===== src/hdl/bds_pkg.sv =====
// ----------------------------------------------------------------------------
// bds_pkg
// Field widths and fixed constants of the baud divisor search.
// ----------------------------------------------------------------------------
package bds_pkg;

  localparam int BAUD_W  = 25;
  localparam int CLK_W   = 27;
  localparam int OSR_W   = 6;
  localparam int SBR_W   = 13;
  localparam int OSR_MIN = 4;
  localparam int EDGE_OSR_MAX = 8;

  // baud*osr fits in 31 bits, the doubled divisor in 32
  localparam int BO_W = 31;
  localparam int NW   = 32;

  localparam logic [CLK_W-1:0] CLOCK_RESET = 27'd24000000;

  // register indexes
  localparam logic REG_CLOCK_HZ = 1'b0;

endpackage


===== src/hdl/bds_err_cell.sv =====
// ----------------------------------------------------------------------------
// bds_err_cell
// Clamps one lane's divisor, forms sbr*osr*baud, then its distance to clock.
// ----------------------------------------------------------------------------
module bds_err_cell #(
  parameter int QW      = 13,
  parameter int SBR_MAX = 8191
) (
  input  logic                      clk,
  input  logic                      en,
  input  logic [bds_pkg::NW-1:0]    d_in,
  input  logic [QW-1:0]             q_in,
  input  logic                      sat_in,
  input  logic [bds_pkg::CLK_W-1:0] clock_hz,
  output logic [QW+bds_pkg::BO_W-1:0] err_out,
  output logic [QW-1:0]             sbr_out
);
  import bds_pkg::*;

  localparam int EW = QW + BO_W;
  localparam logic [QW-1:0] SMAX = QW'(SBR_MAX);

  logic [QW-1:0] sbr_c;
  logic [QW-1:0] sbr_r;
  logic [EW-1:0] prod;

  always_comb begin
    if (sat_in || q_in > SMAX) begin
      sbr_c = SMAX;
    end else if (q_in == '0) begin
      sbr_c = QW'(1);
    end else begin
      sbr_c = q_in;
    end
  end

  always_ff @(posedge clk) begin
    if (en) begin
      sbr_r   <= sbr_c;
      prod    <= EW'(sbr_c) * EW'(d_in[NW-1:1]);
      sbr_out <= sbr_r;
      err_out <= (prod > EW'(clock_hz)) ? (prod - EW'(clock_hz)) : (EW'(clock_hz) - prod);
    end
  end

endmodule


===== config.mk =====
export PLATFORM = sky130hd
export DESIGN_NAME = bds_err_cell
export DESIGN_NICKNAME = d
export VERILOG_FILES = /design/src/hdl/bds_pkg.sv /design/src/hdl/bds_err_cell.sv
export SDC_FILE = /design/constraint.sdc
export NUM_CORES = 1
export LEC_CHECK = 0
export ABC_AREA = 1
export BUFFER_PORTS_ARGS = -buffer_cell sky130_fd_sc_hd__buf_2
export CAP_MARGIN = 20
export CORE_UTILIZATION = 58
export DETAILED_ROUTE_END_ITERATION = 10
export GPL_TIMING_DRIVEN = 0
export PLACE_DENSITY_LB_ADDON = 0.1
export SLEW_MARGIN = 30
export SYNTH_ARGS = -nofsm -noshare
export SYNTH_HDL_FRONTEND = slang
export SYNTH_SLANG_ARGS = --single-unit

===== constraint.sdc =====
create_clock -name clk -period 5.79 [get_ports clk]
set_clock_uncertainty 0.05 [all_clocks]
set_input_delay 1.158 -clock clk [delete_from_list [all_inputs] [get_ports clk]]
set_output_delay 1.158 -clock clk [all_outputs]
set_load 0.02 [all_outputs]

# Yosys cells after proc, flatten, opt, wreduce, memory -nomap -nowiden
# Cells that the tools add are included.
# word_totals
ff_bits	114
mem_count	0
ram_bits	0
inputBits	75
output_inout_bits	57
latchBits	0
rom_bits	0
# op_classes
bitwise_logic	0
n_shift	0
addsub	2
mul	1
n_eq_ne	0
div	0
n_lt_le_gt_ge	2
muxes	3
reduce_logical	2
# ops
cell	n
44-bit by 27-bit > comparator with 1-bit output	1
13-bit by 31-bit multiplier with 44-bit output	1
44-bit two-way mux	1
27-bit by 44-bit subtractor with 44-bit output	1
44-bit by 27-bit subtractor with 44-bit output	1
13-bit two-way mux	2
13-bit > comparator, second input constant	1
13-bit logical NOT	1
1-bit logical OR	1

# Depth between registers and ports, before layout
# Gate-level depths: netlist of the first run.
# depth
word_depth	4
mapped_depth	27
mapped_depth_nobuf	26

# Worst setup path before layout of the first run
# Ideal clock, no wire load.
# synth_path
kind	input-to-reg
start	input sat_in
end	register prod[36] (data pin)
path_slack_ns	-0.437
required_time_ns	5.488
cell_stages	21
path_buffers	2
t_arrival_ns	5.924
setup_time_ns	0.252
cell_sequence	clkbuf_1 nor2_1 clkbuf_1 nor2_1 fa_1 inv_1 fa_1 inv_1 fa_1 fa_1 inv_1 fa_1 inv_1 ha_1 nand2_1 o21ai_0 a21oi_1 o21ai_0 nand3_1 nand3_1 nand2_1
# synth_between
elab_chain_cells	3
# synth_rtl
element	line	source
start, declared	bds_err_cell.sv:13	input logic sat_in,
1-bit logical OR	bds_err_cell.sv:28	if (sat_in || q_in > SMAX) begin
13-bit two-way mux	bds_err_cell.sv:28	
13-bit by 31-bit multiplier with 44-bit output	bds_err_cell.sv:40	prod <= EW'(sbr_c) * EW'(d_in[NW-1:1]);
end signal, assigned	bds_err_cell.sv:40	
end, declared	bds_err_cell.sv:25	logic [EW-1:0] prod;
# Every way passes these cells.
# A chain may end at the register's enable or synchronous reset.

# Final worst setup path of the first run
# layout_path
start	input sat_in
end	register prod[35] (data pin)
# The elaborated chain is that of the path after synthesis.

==> reports/qor.tcl, run 1 <==
set qor(status) {finished with violations}
set qor(violations) {setup timing}
set qor(die_width_um) 195
set qor(synth_enable_flop_cells) 114
set qor(fin_nets) 3692
set qor(hpwlAfterDp_mm) 56.2
set qor(reg2reg_to) {err_out[9]$_DFFE_PP_}
set qor(buffer_ports.inserted) 109
set qor(syn_avg_cell_area_um2) 7.31
set qor(drtPass1Iterations) 6
set qor(worstRegToRegCells) 14
set qor(antenna_left) 0
set qor(via_count) 19700
set qor(worst-endpoint-required_ns) 5.94
set qor(clk-insertion-delay-late_ns) 0.46
set qor(finalSetupViolCount) 20
set qor(ys.flop_type) {edfxtp_1}
set qor(worst-setup-path-type) {primary input to flop}
set qor(cts_inserted_buffers) 17
set qor(routed_wirelength_mm) 69.9
set qor(gpl.final_weighted_congestion) 1.02
set qor(clock_tree.buffer_depth) 2
set qor(post_route_cells_drive_above_1_share) 0.154
set qor(antenna_found_initial) 0
set qor(placement_rows) 70
set qor(cp.arrival_ns) 6.15
set qor(postSynth.asyncResetShare) 0
set qor(worst-r2r-setup-slack_ns) 2.69
set qor(core-area_um2) 36600
set qor(synth_sequential_area_ratio) 0.158
set qor(syn-cell-area_um2) 21600
set qor(startpoint_type) {primary input}
set qor(holdCritPathClass) {flop to flop}
set qor(first_global_vias) 20400
set qor(grt_start_max_net_pins) 77
set qor(antenna_diode_count) 0
set qor(worst_setup_margin_ns) -0.210
set qor(max_freq_mhz) 167
set qor(avgViaCountPerCell) 5.42
set qor(iteration_0_drc_markers) 1631
set qor(timing_startpoint_of_the_critical_path) {sat_in}
set qor(final_max_slew_viol_count) 0
set qor(regToRegStartpoint) {prod[0]$_DFFE_PP_}
set qor(max_slew_headroom) 0.512
set qor(layout.cells.non_filler) 3634
set qor(htreeDepth) 4
set qor(grtUsageTotal) 0.379
set qor(critical_path.endpoint) {prod[35]$_DFFE_PP_}
set qor(final_min_period_over_clock_period) 1.04
set qor(cts.root.buffer_cell) {clkbuf_16}
set qor(worstMarginPinSlew_ns) 0.732
set qor(remaining_drc_errors) 0
set qor(yosysWarnings) 0
set qor(worstSetupEndpointType) {flop}
set qor(tritoncts) {yes}
set qor(maxCapViolCount) 0
set qor(post_synth_net_total) 3497
set qor(global_route_wire_length_before_repair_mm) 108
set qor(wl_per_cell_um) 19.2
set qor(synth_seq_cells) 114
set qor(numClockSinks) 114
set qor(dieArea_um2) 38100
set qor(rsz0062_at_grt) {true}
set qor(yosysUniqueCellTypes) 43
set qor(floorplan.initialDensity) 0.591
set qor(dpl.cell_count) 3536
set qor(final_period_minus_worst_setup_slack_ns) 6.00
set qor(global_route.overflow_total) 0
set qor(critPathMaxFanout) 5
set qor(clkTransAtPathRegs_ns) 0.07
set qor(syn_inst) 2958
set qor(hold_viol_final) 0
set qor(area_growth_pct) 16.8
set qor(die_h_um) 195
set qor(ioPinCount) 132
[sequential cells by signal, indices dropped and copies added, names as in the netlist]
name and flops:
sbr_r 13, prod 44, err_out 44, sbr_out 13
[per-stage QoR]
| step | instance area (um2) | setup slack, ns | hold slack [ns] | utilization | TNS (ns) |
|---|---|---|---|---|---|
| 2_1_floorplan | 22000 | 0.00459 | 0.350 | - | 0 |
| 3_3_place_gp | 23100 | -1.65 | 0.355 | 0.631 | -44.99 |
| 3_5_place_dp | 23100 | -1.66 | 0.355 | 0.632 | -46.69 |
| 4_1_cts | 24800 | -0.0978 | 0.369 | 0.676 | -1.00 |
| 5_1_grt | 25300 | -0.328 | 0.373 | 0.690 | -4.93 |
| 6_report | 25300 | -0.210 | 0.368 | 0.690 | -2.51 |
[layout by cell type (no fill, tap or decap), types with 13 or more instances in the layout]
master / netlist / final
nand3_1: 75 / 65
fa_1: 321 / 315
xor2_1: 48 / 46
inv_2: 4 / 18
xnor2_1: 15 / 15
ha_4: 0 / 24
buf_4: 2 / 58
nand4_1: 29 / 29
buf_2: 12 / 121
buf_6: 5 / 14
ha_1: 143 / 115
nor2_4: 2 / 28
inv_1: 697 / 679
edfxtp_1: 114 / 114
nor2_1: 349 / 307
a21oi_1: 100 / 76
nand2_1: 829 / 791
clkbuf_1: 44 / 13
a21oi_2: 2 / 23
nand2_2: 12 / 44
clkbuf_16: 0 / 20
nor2_2: 7 / 23
o21ai_0: 49 / 35
[cells by family after synthesis]
logic type,share of synthesized area
xor gates and xnor gates,0.0255
DFF,0.158
AOI/OAI and AO/OA,0.0499
buffers and inverters,0.140
adders and majority gates,0.380
and+or+nand+nor,0.246
[worst min path at each step]
stage | startpoint | cells past startpoint | slack (ns) | to
3_3_place_gp | sbr_r[9]$_DFFE_PP_ | 0 | 0.36 | sbr_out[9]$_DFFE_PP_
3_5_place_dp | sbr_r[5]$_DFFE_PP_ | 0 | 0.35 | sbr_out[5]$_DFFE_PP_
6_report | sbr_r[5]$_DFFE_PP_ | 0 | 0.37 | sbr_out[5]$_DFFE_PP_
4_1_cts | sbr_r[5]$_DFFE_PP_ | 0 | 0.37 | sbr_out[5]$_DFFE_PP_
2_1_floorplan | sbr_r[0]$_DFFE_PP_ | 0 | 0.35 | sbr_out[0]$_DFFE_PP_
5_1_grt | sbr_r[11]$_DFFE_PP_ | 0 | 0.37 | sbr_out[11]$_DFFE_PP_
[layer usage]
layer | GRT usage | wire, um
met1 | 0.439 | 25900
met2 | 0.644 | 33500
met3 | 0.0544 | 4950
met4 | 0.276 | 5590
met5 | 0 | 0
[cells in the mapped netlist, drive strengths merged, types with 4 or more instances]
cell type	number	area [um2]
nor4	5	31.3
clkbuf	50	195
edfxtp	114	3420
buf	30	173
inv	702	2640
ha	143	1790
nand3	75	375
xnor2	15	131
nor3	14	80.1
a21oi	102	518
a31oi	6	37.5
o21bai	12	90.1
nand2	842	3210
xor2	48	420
fa	321	6430
o21ai	54	274
a21boi	4	30.0
clkinv	7	26.3
nand3b	7	52.6
nor2	358	1380
a21o	9	67.6
nand4	29	181
o21a	5	37.5
[critical path, cell delays in order]
cell	delay, ns
buf_12	0.12
nor2_4	0.23
buf_4	0.25
nor2_1	0.09
fa_1	0.55
inv_1	0.06
fa_1	0.58
inv_1	0.07
fa_1	0.48
fa_1	0.49
inv_1	0.05
fa_2	0.57
inv_2	0.06
ha_4	0.27
nand2_2	0.07
nand2_2	0.06
nand2_1	0.08
nand2_2	0.08
nand2_2	0.08
nand2_2	0.07
nand2_2	0.05
nand3b_1	0.25
a21o_1	0.25
nand2_1	0.07
nand2_1	0.07
[repair_timing]
item                                    4_1_cts  5_1_grt
gates cloned                                  4        0
resized for setup                           159      130
endpoints found under the setup margin       33       32
buffers inserted                             46       17
pin swaps                                    62       51
hold endpoints to repair                      0        0
hold buffers                                  0        0
[cell type report]
class / instances / area [um2]
inverters: 709 / 2710
repair buffers: 177 / 1210
plain buffers: 79 / 571
multi-input cells: 2055 / 16200
well taps: 468 / 586
clock buffers: 17 / 425
clock inverters: 15 / 173
flip-flops and latches: 114 / 3420
fillers: 3045 / 11400
Power of run 1 is not shown: default switching activity piles up to over one toggle a cycle in this logic, so the estimate is an artifact.
==> run 2: changes to the inputs <==
- PLACE_DENSITY: default -> 0.92
- PLACE_DENSITY_LB_ADDON: 0.1 -> default
==> run 2 against run 1 <==
Effect of this change:
- the run still ends with setup timing left
- die area unchanged
- maximum frequency shrank 6.0%
- sequential cell count did not move
- global-route usage increased by 0.37 points
- routed wire length is 9.0% higher
- hold slack worse by 0.00094 ns
- register-to-register slack improved by 0.15 ns
- non-clock buffer count up 15
- largest cell class unchanged
==> reports/qor.tcl, run 2 (synthesized netlist as in run 1, its figures left out) <==
set qor(post_route_cells_drive_above_1_share) 0.179 ;# +0.0247
set qor(iteration_0_drc_markers) 2804 ;# +72%
set qor(cts_inserted_buffers) 17 ;# unchanged
set qor(multi_input_area_um2) 16500 ;# +2.3%
set qor(area_growth_pct) 19.4
set qor(avgViaCountPerCell) 5.83 ;# +7.4%
set qor(die_width_um) 195 ;# unchanged
set qor(core-area_um2) 36600 ;# unchanged
set qor(final_period_minus_worst_setup_slack_ns) 6.38 ;# +0.381 ns
set qor(grt_start_max_net_pins) 74 ;# -3.9%
set qor(finalSetupViolCount) 29 ;# +45%
set qor(hold_viol_final) 0 ;# unchanged
set qor(numClockSinks) 114 ;# unchanged
set qor(hpwlAfterDp_mm) 54.3 ;# -3.4%
set qor(buffer_ports.inserted) 109 ;# unchanged
set qor(critical_path.n_buffers_inverters) 12 ;# +6
set qor(critPathMaxFanout) 6 ;# +1
set qor(placement_rows) 70 ;# unchanged
set qor(clk-insertion-delay-late_ns) 0.45 ;# about the same
set qor(first_global_vias) 21200 ;# +4.0%
set qor(crit_path_max_incr_delay_ns) 0.58 ;# about the same
set qor(gpl.final_weighted_congestion) 1.04 ;# +2.2%
set qor(nFillCells) 2566 ;# -16%
set qor(worst_hold_startpoint) {sbr_r[1]$_DFFE_PP_}
set qor(worstMarginPinSlew_ns) 0.718 ;# -0.0140 ns
set qor(htreeDepth) 4 ;# unchanged
set qor(rsz0062_at_grt) {true}
set qor(tritoncts) {yes}
set qor(fin_nets) 3707 ;# +0.41%
set qor(wl_per_cell_um) 20.9 ;# +8.6%
set qor(max_slew_headroom) 0.517 ;# +0.00493
set qor(worst-endpoint-required_ns) 5.94 ;# about the same
set qor(largestRegisters) {err_out x44, prod x44}
set qor(final_min_period_over_clock_period) 1.10 ;# +0.0658
set qor(dieArea_um2) 38100 ;# unchanged
set qor(antenna_found_initial) 0 ;# unchanged
set qor(clock_tree.buffer_depth) 2 ;# unchanged
set qor(remaining_drc_errors) 0 ;# unchanged
set qor(worst-setup-path-type) {primary input to flop}
set qor(global_route.overflow_total) 0 ;# unchanged
set qor(cts.hold.buffers_added) 0 ;# unchanged
set qor(maxCapViolCount) 0 ;# unchanged
set qor(antenna_left) 0 ;# unchanged
set qor(global_route_wire_length_before_repair_mm) 110 ;# +1.9%
set qor(clkTransAtPathRegs_ns) 0.06 ;# about the same
set qor(grtUsageTotal) 0.382 ;# +0.00369
set qor(layout_common_cells) {777 x nand2_1, 664 x inv_1, 314 x fa_1, 299 x nor2_1, 120 x buf_2}
set qor(routed_wirelength_mm) 76.2 ;# +9.0%
set qor(cts.root.buffer_cell) {clkbuf_16}
set qor(commonest_non_fill_non_tap_cell_in_the_layout) {nand2_1}
set qor(antenna_diode_count) 0 ;# unchanged
set qor(dpl.cell_count) 3536 ;# unchanged
set qor(ioPinCount) 132 ;# unchanged
set qor(final_max_slew_viol_count) 0 ;# unchanged
set qor(seq_area_um2) 3420 ;# unchanged
set qor(crit_family) {adder cells}
set qor(drtPass1Iterations) 10 ;# +4
set qor(layout.cells.non_filler) 3649 ;# +0.41%
set qor(timing_startpoint_of_the_critical_path) {sat_in}
set qor(startpoint_type) {primary input}
set qor(cp.arrival_ns) 6.53 ;# +0.38 ns
set qor(worstSetupEndpointType) {flop}
set qor(die_h_um) 195 ;# unchanged
set qor(floorplan.initialDensity) 0.591 ;# unchanged
set qor(regToRegStartpoint) {prod[0]$_DFFE_PP_}
set qor(worst_path_max_delay_cell) {fa_2}
set qor(max_freq_mhz) 157 ;# -6.0%
set qor(worst_setup_margin_ns) -0.591 ;# -0.381 ns
set qor(holdCritPathClass) {flop to flop}
set qor(violations) {setup timing}
set qor(via_count) 21300 ;# +7.9%
set qor(status) {finished with violations}
[run 2: cell count changes in the layout (fill, tap and decap cells not counted), sizes merged]
cell / change
clkbuf: +1
buf: +14
clkinvlp: +5
bufinv: -1
inv: -4
[run 2: layout make-up]
| type | instances | area share |
|---|---|---|
| plain buffers | 78 | 0.0245 |
| clock buffers | 17 | 0.0165 |
| clock inverters | 15 | 0.00528 |
| inverters | 709 | 0.105 |
| multi-input cells | 2055 | 0.640 |
| flip-flops and latches | 114 | 0.133 |
| well taps | 468 | 0.0227 |
| repair buffers | 193 | 0.0533 |
[run 2: worst paths after layout]
| kind | end | slack (ns) | cells past startpoint |
|---|---|---|---|
| setup / recovery | prod[40]$_DFFE_PP_ | -0.59 | 26 |
| hold / removal | sbr_out[1]$_DFFE_PP_ | 0.37 | 0 |
| setup reg to reg | err_out[19]$_DFFE_PP_ | 2.84 | 14 |
| hold reg to reg | sbr_out[1]$_DFFE_PP_ | 0.37 | 0 |
[run 2: worst reg2reg max path: stages (launching register included)]
cell	delay (ns)
edfxtp_1	0.41
inv_1	0.06
ha_1	0.28
fa_1	0.49
inv_1	0.16
nand2_1	0.10
a21oi_2	0.28
o21ai_2	0.16
nand2_2	0.10
nand2_2	0.08
nand2_8	0.14
inv_8	0.07
buf_6	0.17
nand2_1	0.07
nand2_1	0.07
[run 2: repair_timing]
action,in CTS,in global routing
setup buffers,56,21
cloned,5,1
setup endpoints to repair,33,31
resized for setup,163,254
pin swaps,59,90
[run 2: routing by layer]
metal  share of wire  up-vias  GRT usage
met5               0        -          0
met4            0.10        0      0.282
met3            0.11      621     0.0917
met2            0.45     1639      0.638
met1            0.34     9812      0.428
li1                -     9184          -
[run 2: stage by stage]
step	cell area (um2)	setup slack, ns	TNS [ns]	hold WS, ns	util
3_5_place_dp	23100	-1.46	-40.38	0.355	0.632
4_1_cts	24900	-0.0181	-0.0830	0.368	0.679
3_3_place_gp	23100	-1.40	-38.95	0.351	0.631
6_report	25800	-0.591	-8.04	0.367	0.705
2_1_floorplan	22000	0.00459	0	0.350	-
5_1_grt	25800	-0.721	-9.81	0.377	0.705
Power of run 2 is left out for the same reason.
