<file path="src/hdl/bds_pkg.sv">
// ----------------------------------------------------------------------------
// bds_pkg
// Field widths and fixed constants of the baud divisor search.
// ----------------------------------------------------------------------------
package bds_pkg;

  localparam int BAUD_W  = 25;
  localparam int CLK_W   = 27;
  localparam int OSR_W   = 6;
  localparam int SBR_W   = 13;
  localparam int OSR_MIN = 4;
  localparam int EDGE_OSR_MAX = 8;

  // baud*osr fits in 31 bits, the doubled divisor in 32
  localparam int BO_W = 31;
  localparam int NW   = 32;

  localparam logic [CLK_W-1:0] CLOCK_RESET = 27'd24000000;

  // register indexes
  localparam logic REG_CLOCK_HZ = 1'b0;

endpackage

</file>
<file path="src/hdl/bds_div_cell.sv">
// ----------------------------------------------------------------------------
// bds_div_cell
// One restoring-division step for one ratio lane. The top step only
// detects a quotient too large for the divisor field.
// ----------------------------------------------------------------------------
module bds_div_cell #(
  parameter int QW = 13,
  parameter int SH = 0
) (
  input  logic                       clk,
  input  logic                       en,
  input  logic [bds_pkg::NW+QW-1:0]  r_in,
  input  logic [bds_pkg::NW-1:0]     d_in,
  input  logic [QW-1:0]              q_in,
  input  logic                       sat_in,
  output logic [bds_pkg::NW+QW-1:0]  r_out,
  output logic [bds_pkg::NW-1:0]     d_out,
  output logic [QW-1:0]              q_out,
  output logic                       sat_out
);
  import bds_pkg::*;

  localparam int DW = NW + QW;

  logic [DW-1:0] dsh;
  logic          ge;

  assign dsh = DW'(d_in) << SH;
  assign ge  = (r_in >= dsh);

  generate
    if (SH == QW) begin : g_top
      always_ff @(posedge clk) begin
        if (en) begin
          r_out   <= r_in;
          d_out   <= d_in;
          q_out   <= q_in;
          sat_out <= sat_in | ge;
        end
      end
    end else begin : g_bit
      logic [QW-1:0] q_bit;
      assign q_bit = QW'(1) << SH;

      always_ff @(posedge clk) begin
        if (en) begin
          d_out   <= d_in;
          sat_out <= sat_in;
          r_out   <= (ge && !sat_in) ? (r_in - dsh) : r_in;
          q_out   <= (ge && !sat_in) ? (q_in | q_bit) : q_in;
        end
      end
    end
  endgenerate

endmodule

</file>
<file path="config.mk">
export PLATFORM = sky130hd
export DESIGN_NAME = bds_div_cell
export DESIGN_NICKNAME = d
export VERILOG_FILES = /design/src/hdl/bds_pkg.sv /design/src/hdl/bds_div_cell.sv
export SDC_FILE = /design/constraint.sdc
export NUM_CORES = 1
export LEC_CHECK = 0
export ABC_AREA = 0
export BUFFER_PORTS_ARGS = -buffer_cell sky130_fd_sc_hd__buf_2
export CAP_MARGIN = 20
export CORE_MARGIN = 8
export CORE_UTILIZATION = 30
export DETAILED_ROUTE_END_ITERATION = 10
export REMOVE_ABC_BUFFERS = 1
export SYNTH_ARGS = -nofsm -noshare
export SYNTH_HDL_FRONTEND = slang
export SYNTH_SLANG_ARGS = --single-unit
</file>
<file path="constraint.sdc">
create_clock -name clk -period 6.35 [get_ports clk]
set_clock_uncertainty 0.05 [all_clocks]
set_input_delay 0.3175 -clock clk [delete_from_list [all_inputs] [get_ports clk]]
set_output_delay 0.3175 -clock clk [all_outputs]
set_load 0.02 [all_outputs]
</file>
* After elaboration in Yosys (flattened, before gate mapping)
Cells that the tools add are included.
** Storage, ports and cells
- Logic and storage cells :: 10
- Output and inout port bits :: 91
- Input port bits :: 93
- Register bits :: 91
** Cells by class
- Mux-type cells :: 1
- Order comparisons :: 1
- Reduce and logical (&&, ||, !) cells :: 2
- Add/subtract/negate cells :: 1
** Operators by type and width (number)
- greater-or-equal comparator 45 x 32 -> 1 bit :: 1
- 2-to-1 mux 45 bit :: 1
- subtractor 45 x 32 -> 45 bit :: 1
- logical AND 1 bit :: 1
- zero test 1 bit :: 1

* Depth between registers and ports, before layout
Gate-level depths: netlist of run 1.
- Depth after elaboration :: 3
- Gate-level depth with buffers :: 13
- Gate-level depth less buffers :: 11

* Worst setup path after synthesis of run 1
No wires, ideal clock.
- Path kind :: input -> register
- From :: input d_in[30] (netlist name)
- To :: register r_out[8] (netlist name) (data pin)
- Path slack :: 3567 ps
- Required time :: 6040 ps
- Arrival time :: 2473 ps
- Path buffers :: 2
- Stages on the path :: 11
- Library setup time :: 260 ps
- Cells stage by stage :: inv_1 ha_1 clkbuf_1 a21o_1 a2111o_1 nor4_1 o211ai_1 nand2b_1 o31a_4 buf_4 mux2_2
** Between the ends
- Cells in the longest elaborated chain, start to end :: 3
** RTL lines
- start, declared :: RTL line bds_div_cell.sv:13 : input logic [bds_pkg::NW-1:0] d_in,
- greater-or-equal comparator 45 x 32 -> 1 bit :: RTL line bds_div_cell.sv:29 : assign ge = (r_in >= dsh);
- logical AND 1 bit :: RTL line bds_div_cell.sv:49 : r_out <= (ge && !sat_in) ? (r_in - dsh) : r_in;
- 2-to-1 mux 45 bit :: RTL line bds_div_cell.sv:49
- end signal, assigned :: RTL line bds_div_cell.sv:49
- end, declared :: RTL line bds_div_cell.sv:16 : output logic [bds_pkg::NW+QW-1:0] r_out,
Every way passes these cells.
A chain may end at the register's enable or synchronous reset.

* Final worst setup path of run 1
- From :: input d_in[1] (netlist name)
- To :: register r_out[8] (netlist name) (data pin)
** Between the ends
- Cells in the longest elaborated chain, start to end :: 3
- Elaborated cells on any way between the ends :: 4
- Classes of those cells :: 1 x add/sub; 1 x order compare; 1 x mux; 1 x reduce/logical
** RTL lines (RTL line)
- greater-or-equal comparator 45 x 32 -> 1 bit :: bds_div_cell.sv:29
- logical AND 1 bit :: bds_div_cell.sv:49
- 2-to-1 mux 45 bit * :: bds_div_cell.sv:49
Mark *: on every way between the ends. The rest lies on a longest branch, timed or not.

==> out/results.ini, run 1 <==
[floorplanning]
io_pins = 184
core-area_sq_um = 17900
start_util = 0.304
dieArea_sq_um = 22700
die_w_um = 151
die_h_um = 151
rows = 49

[routing]
wl_per_cell_um = 16.9
first_pass_iters = 4
initialDrtViolationCount = 352
wirelength_um = 15800
drc_errors = 0
viasPerCell = 4.88
detail-route-antenna-nets = 0
num_vias = 4554

[cells_and_area]
drive_gt1_frac = 0.303
fill_cells = 1848
post-route-util = 0.387
syn_to_final_growth_pct = 27.1
area.sequential_sq_um = 2730
layout.nets = 821
multiInputGateArea_sq_um = 2480
postLayoutCellArea_sq_um = 6920

[power]
p_seq_frac = 0.417
p_per_area_nw_per_um2 = 257
p_int_w = 0.00124
irDropWorstVdd_v = 0.000129
p_switching_w = 0.000540
p_sw_frac = 0.304
pwr-share-comb = 0.241
power_frac_clock = 0.341
leakagePower_nw = 3.02

[clock_network]
cts_resized = 0
cts_hold_buf = 0
clock_sinks = 91
cts_tree = built
cts_buffer_depth = 2
clkTransAtPathRegs_ns = 0.07
cts_max_level = 3
cts_inserted_buffers = 9
post_cts_buffers = 0
root_buffer = clkbuf_16

[sta]
grt_setup_unrepaired = false
finalHoldViolCount = 0
clock.fmax_mhz = 311
timing.hold.ws_ns = 0.0903
setup_ws_ns = 3.14
fin_setup_tns_ns = 0
min_period_ns = 3.21
final-setup-viol-count = 0
slew_violations = 0
relSlewSlack = 0.460
fin_crit_sh = 0.506
tightest_slew_ns = 0.811

[placed_design]
gp_congestion = 0.840
place_area_sq_um = 6580
io_buffers = 183
hpwl_um = 12300
dp_slack_ns = 2.76

[global_routing]
grt_pass1_wl_um = 24100
track_usage = 0.136
grt_max_degree = 79
grt_antenna_before_repair = 5
grt_pass1_vias = 4561
grt-ovfl-total = 0

[synth]
yosysSeqAreaShare = 0.502
synth_edf_count = 91
synth.largest_area_cell = edfxtp_1
synth.most_common_cell = edfxtp_1
synth_flop_cell = edfxtp_1
async_reset_ff_frac = 0
netlist.area_leader.share = 0.502
ys_ff_latch = 91
syn_inst = 514
synth_area_sq_um = 5450
synth.area.top_cells = edfxtp_1 (50%), ha_1 (7.4%), nand2_1 (4.3%), xor2_1 (4.0%), o21ai_0 (3.8%)
synth_top_cells_by_count = edfxtp_1 (91), nand2_1 (62), inv_1 (41), o21ai_0 (41), ha_1 (32)
syn_avg_cell_area_sq_um = 10.6
synth.distinct_cells = 56
yosysWarnings = 0

[outcome]
status = finished clean

[worst_setup_path]
end_kind = flop
critPathKind = input port to flop
crit_fanout = 78
cp.required_ns = 6.40
critPathLaunchType = input port
arrival_ns = 3.26

[hold_path]
min_path_type = input port to flop
min-delay-start = q_in[9]
min_path_cells = 1
holdPathEnd = q_out[9]$_DFFE_PP_

[flow_run]
maxCapViolCount = 0

-- power groups by stage --
stage                     Combinational (W)  Clock [W]  Sequential (W)
after global placement             0.000431          0        0.000755
final                              0.000429   0.000607        0.000743
after global routing               0.000473   0.000651        0.000749
after floorplan                    0.000195          0        0.000835
after CTS                          0.000435   0.000631        0.000744
after detailed placement           0.000432          0        0.000756
-- final cells by class --
class / instances / area share
flip-flops and latches: 91 / 0.395
multi-input cells: 368 / 0.359
repair buffers: 184 / 0.134
well taps: 229 / 0.0414
clock buffers: 9 / 0.0325
inverters: 41 / 0.0222
clock inverters: 7 / 0.0155
diodes: 4 / 0.00145
-- worst max path at each step --
stage                              end  cells past startpoint  slack [ns]      from
global placement    r_out[8]$_DFFE_PP_                     10        2.84   d_in[1]
finish              r_out[8]$_DFFE_PP_                     10        3.14   d_in[1]
floorplan           r_out[8]$_DFFE_PP_                      9        3.35  d_in[30]
detailed placement  r_out[8]$_DFFE_PP_                     10        2.76   d_in[1]
global route        r_out[8]$_DFFE_PP_                     10        2.86   d_in[1]
CTS                 r_out[8]$_DFFE_PP_                     10        3.13   d_in[1]
-- cell families (layout without fill, tap and decap cells) --
group           after synthesis  in the layout  synth area share
other cells                   0              4                 0
xor+xnor                     40             40            0.0643
mux                           1              1           0.00207
compound gates              136            136             0.159
flops                        91             91             0.502
fa+ha+maj                    33             33            0.0772
buf+inv                      55            241            0.0425
simple gates                158            158             0.153
-- cells in the final DEF, fill, tap and decap left out, types with 4 or more instances in the layout --
cell type  netlist  final
o21bai_1         7      7
ha_1            32     32
and3_1           5      5
nand3_1          4      4
nor2_1          23     23
diode_2          0      4
xnor2_1         15     15
a31oi_1          4      4
nor4_1           5      5
nor3_1          16     16
inv_1           41     41
a21o_1          13     13
nand4_1          9      9
o31ai_1          6      6
edfxtp_1        91     91
and2_1           4      4
or3_1            6      6
a21oi_1         31     31
nand2b_1         6      6
o21ai_0         41     41
nand2_1         62     62
buf_2            2    182
clkbuf_16        0      9
o21a_1           7      7
xor2_1          25     25
-- routing by layer --
layer / vias up / GRT usage / part of all wire
met1: 2133 / 0.164 / 0.41
met3: 16 / 0.0460 / 0.085
met4: 4 / 0.0534 / 0.014
met2: 133 / 0.219 / 0.49
li1: 2268 / - / -
met5: - / 0 / 0.0011
-- through the flow --
stage / power [W] / cells
after floorplan: 0.00103 / 500
after global placement: 0.00119 / 913
after detailed placement: 0.00119 / 913
after CTS: 0.00181 / 929
after global routing: 0.00187 / 932
final: 0.00178 / 933
-- state kept, by name (all words and copies together) (netlist names) --
name	flops
r_out	45
q_out	13
sat_out	1
d_out	32
-- critical path, stage by stage --
cell and delay [ns]:
buf_2 0.11, inv_1 0.05, ha_1 0.28, nor2b_1 0.15, o31a_1 0.30, o31ai_1 0.33, a31o_1 0.33, o211a_1 0.26
o31a_4 0.70, mux2_2 0.40
Power figures use the tool's default switching activity.
==> run 2, diff against run 1 <==
clock period = 3 ns   (was 6.35 ns; I/O delays follow)
==> run 2 against run 1 <==
  * Setup slack worse by 3.1 ns
  * Clock-buffer cell count unchanged
  * Cell count increased by 7.9%
  * Critical endpoint is now r_out[23]$_DFFE_PP_
  * Wire length rose by 5.3%
  * Via count is 5.2% higher
==> out/results.ini, run 2 (synthesis gave the netlist of run 1 again) <==
[floorplanning]
die_w_um = 151  ; unchanged
core-area_sq_um = 17900  ; unchanged
die_h_um = 151  ; unchanged
rows = 49  ; unchanged
io_pins = 184  ; unchanged
dieArea_sq_um = 22700  ; unchanged
start_util = 0.304  ; unchanged

[sta]
clock.fmax_mhz = 343
fin_crit_sh = 0.973
tightest_slew_ns = 0.689  ; was 0.811 ns
fin_setup_tns_ns = 0  ; unchanged
min_period_ns = 2.92
final-setup-viol-count = 0  ; unchanged
relSlewSlack = 0.540  ; was 0.460
slew_violations = 0  ; unchanged
grt_setup_unrepaired = true  ; was false
finalHoldViolCount = 0  ; unchanged
setup_ws_ns = 0.0815  ; was 3.14 ns

[hold_path]
holdPathEnd = r_out[0]$_DFFE_PP_  ; was q_out[9]$_DFFE_PP_
min-delay-start = r_in[0]  ; was q_in[9]
min_path_type = input port to flop  ; unchanged
min_path_cells = 3  ; was 1

[clock_network]
cts_tree = built  ; unchanged
clock_sinks = 91  ; unchanged
cts_inserted_buffers = 9  ; unchanged
clkTransAtPathRegs_ns = 0.07  ; about the same
cts_max_level = 3  ; unchanged
cts_buffer_depth = 2  ; unchanged
root_buffer = clkbuf_16  ; unchanged

[worst_setup_path]
max_stage_delay_ns = 0.52  ; was 0.70 ns
end_kind = flop  ; unchanged
cp.required_ns = 3.04  ; was 6.40 ns
crit_top_cell = or3_1
critPathLaunchType = input port  ; unchanged
crit_fanout = 3  ; was 78
arrival_ns = 2.96  ; was 3.26 ns
crit_chain = dlygate4sd3_1 > buf_2 > inv_1 > ha_1 > a21oi_1 > o21ai_1 > or3_1 > a31o_2 > or3_1 > a21oi_2 > xor2_1 > o21ai_0  ; was buf_2 > inv_1 > ha_1 > nor2b_1 > o31a_1 > o31ai_1 > a31o_1 > o211a_1 > o31a_4 > mux2_2
path_buf_inv = 3  ; was 2
path_delay_family = compound AO/OA/AOI/OAI gates  ; unchanged
critPathKind = input port to flop  ; unchanged
cp_slowest_cell = dlygate4sd3_1  ; was o31a_4

[global_routing]
grt_pass1_vias = 4884  ; was 4561
grt_pass1_wl_um = 25700  ; was 24100 um
grt_antenna_before_repair = 2  ; was 5
track_usage = 0.144  ; was 0.136
grt-ovfl-total = 0  ; unchanged
grt_max_degree = 49  ; was 79

[cells_and_area]
top_register = r_out  ; unchanged
layout_commonest_cell = buf_2  ; unchanged
largestRegisters = r_out (45), d_out (32), q_out (13)  ; unchanged
finalNonFillerCells = 1007  ; was 933
syn_to_final_growth_pct = 42.5  ; was 27.1%
drive_gt1_frac = 0.343  ; was 0.303
final_cell_mix = buf_2 (182), edfxtp_1 (91), nand2_1 (60)  ; was buf_2 (182), edfxtp_1 (91), nand2_1 (62)
largest_reg_flops = 45  ; unchanged
layout.nets = 897  ; was 821

[routing]
wirelength_um = 16600  ; was 15800 um
wl_per_cell_um = 16.5  ; was 16.9 um
num_vias = 4789  ; was 4554
detail-route-antenna-nets = 0  ; unchanged
first_pass_iters = 4  ; unchanged
drc_errors = 0  ; unchanged
initialDrtViolationCount = 267  ; was 352
viasPerCell = 4.76  ; was 4.88

[power]
p_per_area_nw_per_um2 = 499  ; was 257 nW/um^2
irDropWorstVdd_v = 0.000299  ; was 0.000129 V
leakagePower_nw = 3.39  ; was 3.02 nW
total_power_w = 0.00387  ; was 0.00178 W

[placed_design]
place_inst = 943  ; was 913
dp_slack_ns = -0.120  ; was 2.76 ns
io_buffers = 183  ; unchanged
gp_congestion = 0.818  ; was 0.840
hpwl_um = 13000  ; was 12300 um

[flow_run]
maxCapViolCount = 0  ; unchanged

[outcome]
status = finished clean  ; unchanged

## run 2: cell count changes in the layout (fill, tap and decap cells not counted), sizes merged
cell	before	now
dlygate4sd3	0	46
clkinv	1	2
buf	184	214
diode	4	2
inv	44	43
## run 2: worst max-delay path by stage
stage	startpoint	end	slack, ns	cells after the start
global route	d_in[29]	r_out[3]$_DFFE_PP_	-0.03	14
floorplan	d_in[30]	r_out[8]$_DFFE_PP_	0.16	9
global placement	r_in[5]	r_out[42]$_DFFE_PP_	0.02	10
detailed placement	r_in[5]	r_out[42]$_DFFE_PP_	-0.12	10
finish	d_in[14]	r_out[23]$_DFFE_PP_	0.08	12
CTS	d_in[14]	r_out[39]$_DFFE_PP_	0.02	14
## run 2: timing repair
| item | in CTS | in global routing |
|---|---|---|
| hold endpoints to repair | 46 | 0 |
| hold buffers | 46 | 0 |
| setup endpoints to repair | 0 | 31 |
| resized for setup | 0 | 30 |
| setup buffers | 0 | 0 |
## run 2: routing by layer
layer	global-route usage	vias up	share of wire
met5	0	-	0
met4	0.0406	0	0.016
met3	0.0388	16	0.077
met2	0.244	133	0.49
met1	0.176	2233	0.42
li1	-	2407	-
## run 2: tightest hold or removal path: cells and delay by family
family | cells | cell delay, ns
buffers and inverters | 1 | 0.08
AO/OA/AOI/OAI | 1 | 0.06
AND/OR/NAND/NOR | 1 | 0.04
## run 2: area by class of cell
type / instances / area [sq um]
antenna: 2 / 5.00
clock buffer: 9 / 225
clock inverter: 7 / 98.8
fill: 1778 / 10100
inverter: 41 / 154
multi-input combinational: 368 / 2590
sequential: 91 / 2730
tap: 229 / 287
timing repair buffer: 260 / 1670
## run 2: where the power goes
part	internal [W]	switching (W)
logic	0.000430	0.000616
clock network	0.000737	0.000518
registers	0.00154	0.0000276
## run 2: metrics by stage
step	cell area [sq um]	util	hold WS, ns
floorplan	5370	-	0.199
global placement	6860	0.383	0.277
detailed placement	6860	0.383	0.278
CTS	7640	0.427	0.0340
global route	7760	0.434	0.0456
finish	7760	0.434	0.0475
==> run 3, diff against run 2 <==
--- a/config.mk
+++ b/config.mk
@@ -10,2 +10,4 @@
 export CAP_MARGIN = 20
+export CELL_PAD_IN_SITES_DETAIL_PLACEMENT = 1
+export CELL_PAD_IN_SITES_GLOBAL_PLACEMENT = 2
 export CORE_MARGIN = 8
@@ -13,2 +15,3 @@
 export DETAILED_ROUTE_END_ITERATION = 10
+export PLACE_DENSITY_LB_ADDON = 0.1
 export REMOVE_ABC_BUFFERS = 1
==> constraint.sdc (replaced) <==
create_clock -name clk -period 3 [get_ports clk]
set_clock_uncertainty 0.05 [all_clocks]
set_input_delay 0.6 -clock clk [delete_from_list [all_inputs] [get_ports clk]]
set_output_delay 0.6 -clock clk [all_outputs]
set_load 0.02 [all_outputs]
==> run 3 against run 2 <==
  * Global-route usage is 2.3 points higher
  * Design area is 4.3% higher
  * Clock-buffer cell count stayed put
  * Worst hold slack better by 0.32 ns
  * Via count is 5.6% higher
  * Sequential share of layout area is 1.5 points lower
  * Critical endpoint is now r_out[37]$_DFFE_PP_
==> out/results.ini, run 3 (synthesis gave the netlist of run 1 again) <==
[routing]
wirelength_um = 19100  ; was 16600 um
viasPerCell = 4.82  ; was 4.76
num_vias = 5056  ; was 4789
top_layer_used = met4  ; unchanged
first_pass_iters = 4  ; unchanged
met1_length_um = 7900  ; was 7020 um
wl_per_cell_um = 18.2  ; was 16.5 um
detail-route-antenna-nets = 0  ; unchanged
drc_errors = 0  ; unchanged
wl_met3_um = 884  ; was 1280 um
dr_wl_met2_um = 10200  ; was 8080 um
initialDrtViolationCount = 149  ; was 267

[global_routing]
grt_antenna_before_repair = 0  ; was 2
grt_pass1_vias = 5549  ; was 4884
track_usage = 0.168  ; was 0.144
grt-ovfl-total = 0  ; unchanged
grt_pass1_wl_um = 29700  ; was 25700 um
grt_max_degree = 55  ; was 49

[outcome]
status = finished clean  ; unchanged

[sta]
min_period_ns = 2.94  ; was 2.92 ns
grt_setup_unrepaired = true  ; unchanged
slew_violations = 0  ; unchanged
relSlewSlack = 0.638  ; was 0.540
clock.fmax_mhz = 340  ; was 343 MHz
final-setup-viol-count = 0  ; unchanged
tightest_slew_ns = 0.544  ; was 0.689 ns
fin_crit_sh = 0.980  ; was 0.973
finalHoldViolCount = 0  ; unchanged

[worst_setup_path]
end_kind = flop  ; unchanged
crit_fanout = 6  ; was 3
cp.required_ns = 3.18  ; was 3.04 ns
max_stage_delay_ns = 0.56  ; was 0.52 ns
path_buf_inv = 3  ; unchanged
critPathLaunchType = input port  ; unchanged
crit_chain = buf_2 > inv_1 > ha_1 > nor2b_2 > o31a_1 > o31ai_2 > a31o_1 > o211a_1 > o31a_4 > buf_6 > or4_4 > nand2_2  ; was dlygate4sd3_1 > buf_2 > inv_1 > ha_1 > a21oi_1 > o21ai_1 > or3_1 > a31o_2 > or3_1 > a21oi_2 > xor2_1 > o21ai_0
critPathKind = input port to flop  ; unchanged
path_delay_family = compound AO/OA/AOI/OAI gates  ; unchanged
arrival_ns = 3.12  ; was 2.96 ns
cp_slowest_cell = or4_4  ; was dlygate4sd3_1

[power]
total_power_w = 0.00392  ; was 0.00387 W
p_per_area_nw_per_um2 = 484  ; was 499 nW/um^2
irDropWorstVdd_v = 0.000272  ; was 0.000299 V
leakagePower_nw = 3.65  ; was 3.39 nW

[clock_network]
cts_hold_buf = 0  ; was 46
clkTransAtPathRegs_ns = 0.08  ; was 0.07 ns
cts_buffer_depth = 2  ; unchanged
cts_inserted_buffers = 9  ; unchanged
cts_tree = built  ; unchanged
clock_sinks = 91  ; unchanged
root_buffer = clkbuf_16  ; unchanged
cts_max_level = 3  ; unchanged

[floorplanning]
dieArea_sq_um = 22700  ; unchanged
die_w_um = 151  ; unchanged
die_h_um = 151  ; unchanged
start_util = 0.304  ; unchanged
io_pins = 184  ; unchanged
rows = 49  ; unchanged
core-area_sq_um = 17900  ; unchanged

[hold_path]
min-delay-start = q_in[1]  ; was r_in[0]
holdPathEnd = q_out[1]$_DFFE_PP_  ; was r_out[0]$_DFFE_PP_
min_path_cells = 1  ; was 3
min_path_type = input port to flop  ; unchanged

[cells_and_area]
drive_gt1_frac = 0.456  ; was 0.343
final_cell_mix = buf_2 (182), buf_4 (119), edfxtp_1 (91)  ; was buf_2 (182), edfxtp_1 (91), nand2_1 (60)
layout.nets = 942  ; was 897
largestRegisters = r_out (45), d_out (32), q_out (13)  ; unchanged
largest_reg_flops = 45  ; unchanged
post-route-util = 0.452  ; was 0.434
syn_to_final_growth_pct = 48.7  ; was 42.5%
postLayoutCellArea_sq_um = 8100  ; was 7760 sq um
n_antenna_cell = 0  ; was 2
top_register = r_out  ; unchanged
layout_commonest_cell = buf_2  ; unchanged

[placed_design]
gp_congestion = 0.775  ; was 0.818
place_area_sq_um = 7490  ; was 6860 sq um
hpwl_um = 15800  ; was 13000 um
io_buffers = 183  ; unchanged

[flow_run]
maxCapViolCount = 0  ; unchanged

==> run 3: cell types whose count changed in the layout (fill, tap and decap cells not counted), sizes merged <==
cell         before  now
bufinv            2    0
dlygate4sd3      46    0
inv              43   45
buf             214  305
diode             2    0
==> run 3: timing repair <==
| action | 4_1_cts | 5_1_grt |
|---|---|---|
| pin swaps | 9 | 17 |
| buffers inserted | 3 | 3 |
| gates resized for setup | 24 | 30 |
| setup endpoints to repair | 19 | 37 |
==> run 3: per-layer routing <==
layer / GRT usage / vias up
met2: 0.316 / 105
met4: 0.0312 / 0
li1: - / 2492
met3: 0.0310 / 6
met5: 0 / -
met1: 0.193 / 2453
==> run 3: how the worst max path moves through the flow <==
stage,startpoint,end,slack (ns),cells past startpoint
final,d_in[1],r_out[37]$_DFFE_PP_,0.06,12
after global routing,d_in[14],r_out[31]$_DFFE_PP_,-0.02,13
after CTS,r_in[0],r_out[30]$_DFFE_PP_,0.02,14
after detailed placement,d_in[5],r_out[42]$_DFFE_PP_,-0.60,12
after global placement,r_in[5],r_out[42]$_DFFE_PP_,-0.67,11
after floorplan,d_in[30],r_out[8]$_DFFE_PP_,-0.29,9
==> run 3: layout make-up <==
class | instances | area, sq um
fill | 2074 | 9810
timing repair buffer | 305 | 1880
clock inverter | 7 | 67.6
sequential | 91 | 2730
multi-input combinational | 368 | 2760
inverter | 41 | 154
tap | 229 | 287
clock buffer | 9 | 225
==> run 3: stage by stage <==
step	TNS, ns	cells	setup WS, ns	hold slack [ns]
after global placement	-16.32	1029	-0.669	0.727
final	0	1050	0.0600	0.371
after CTS	0	1048	0.0238	0.356
after global routing	-0.0265	1050	-0.0151	0.354
after floorplan	-4.75	500	-0.285	0.649
after detailed placement	-15.59	1029	-0.596	0.731
==> run 3: power breakdown <==
group	internal, W	switching [W]
Sequential	0.00154	0.0000320
Combinational	0.000511	0.000671
Clock	0.000587	0.000572
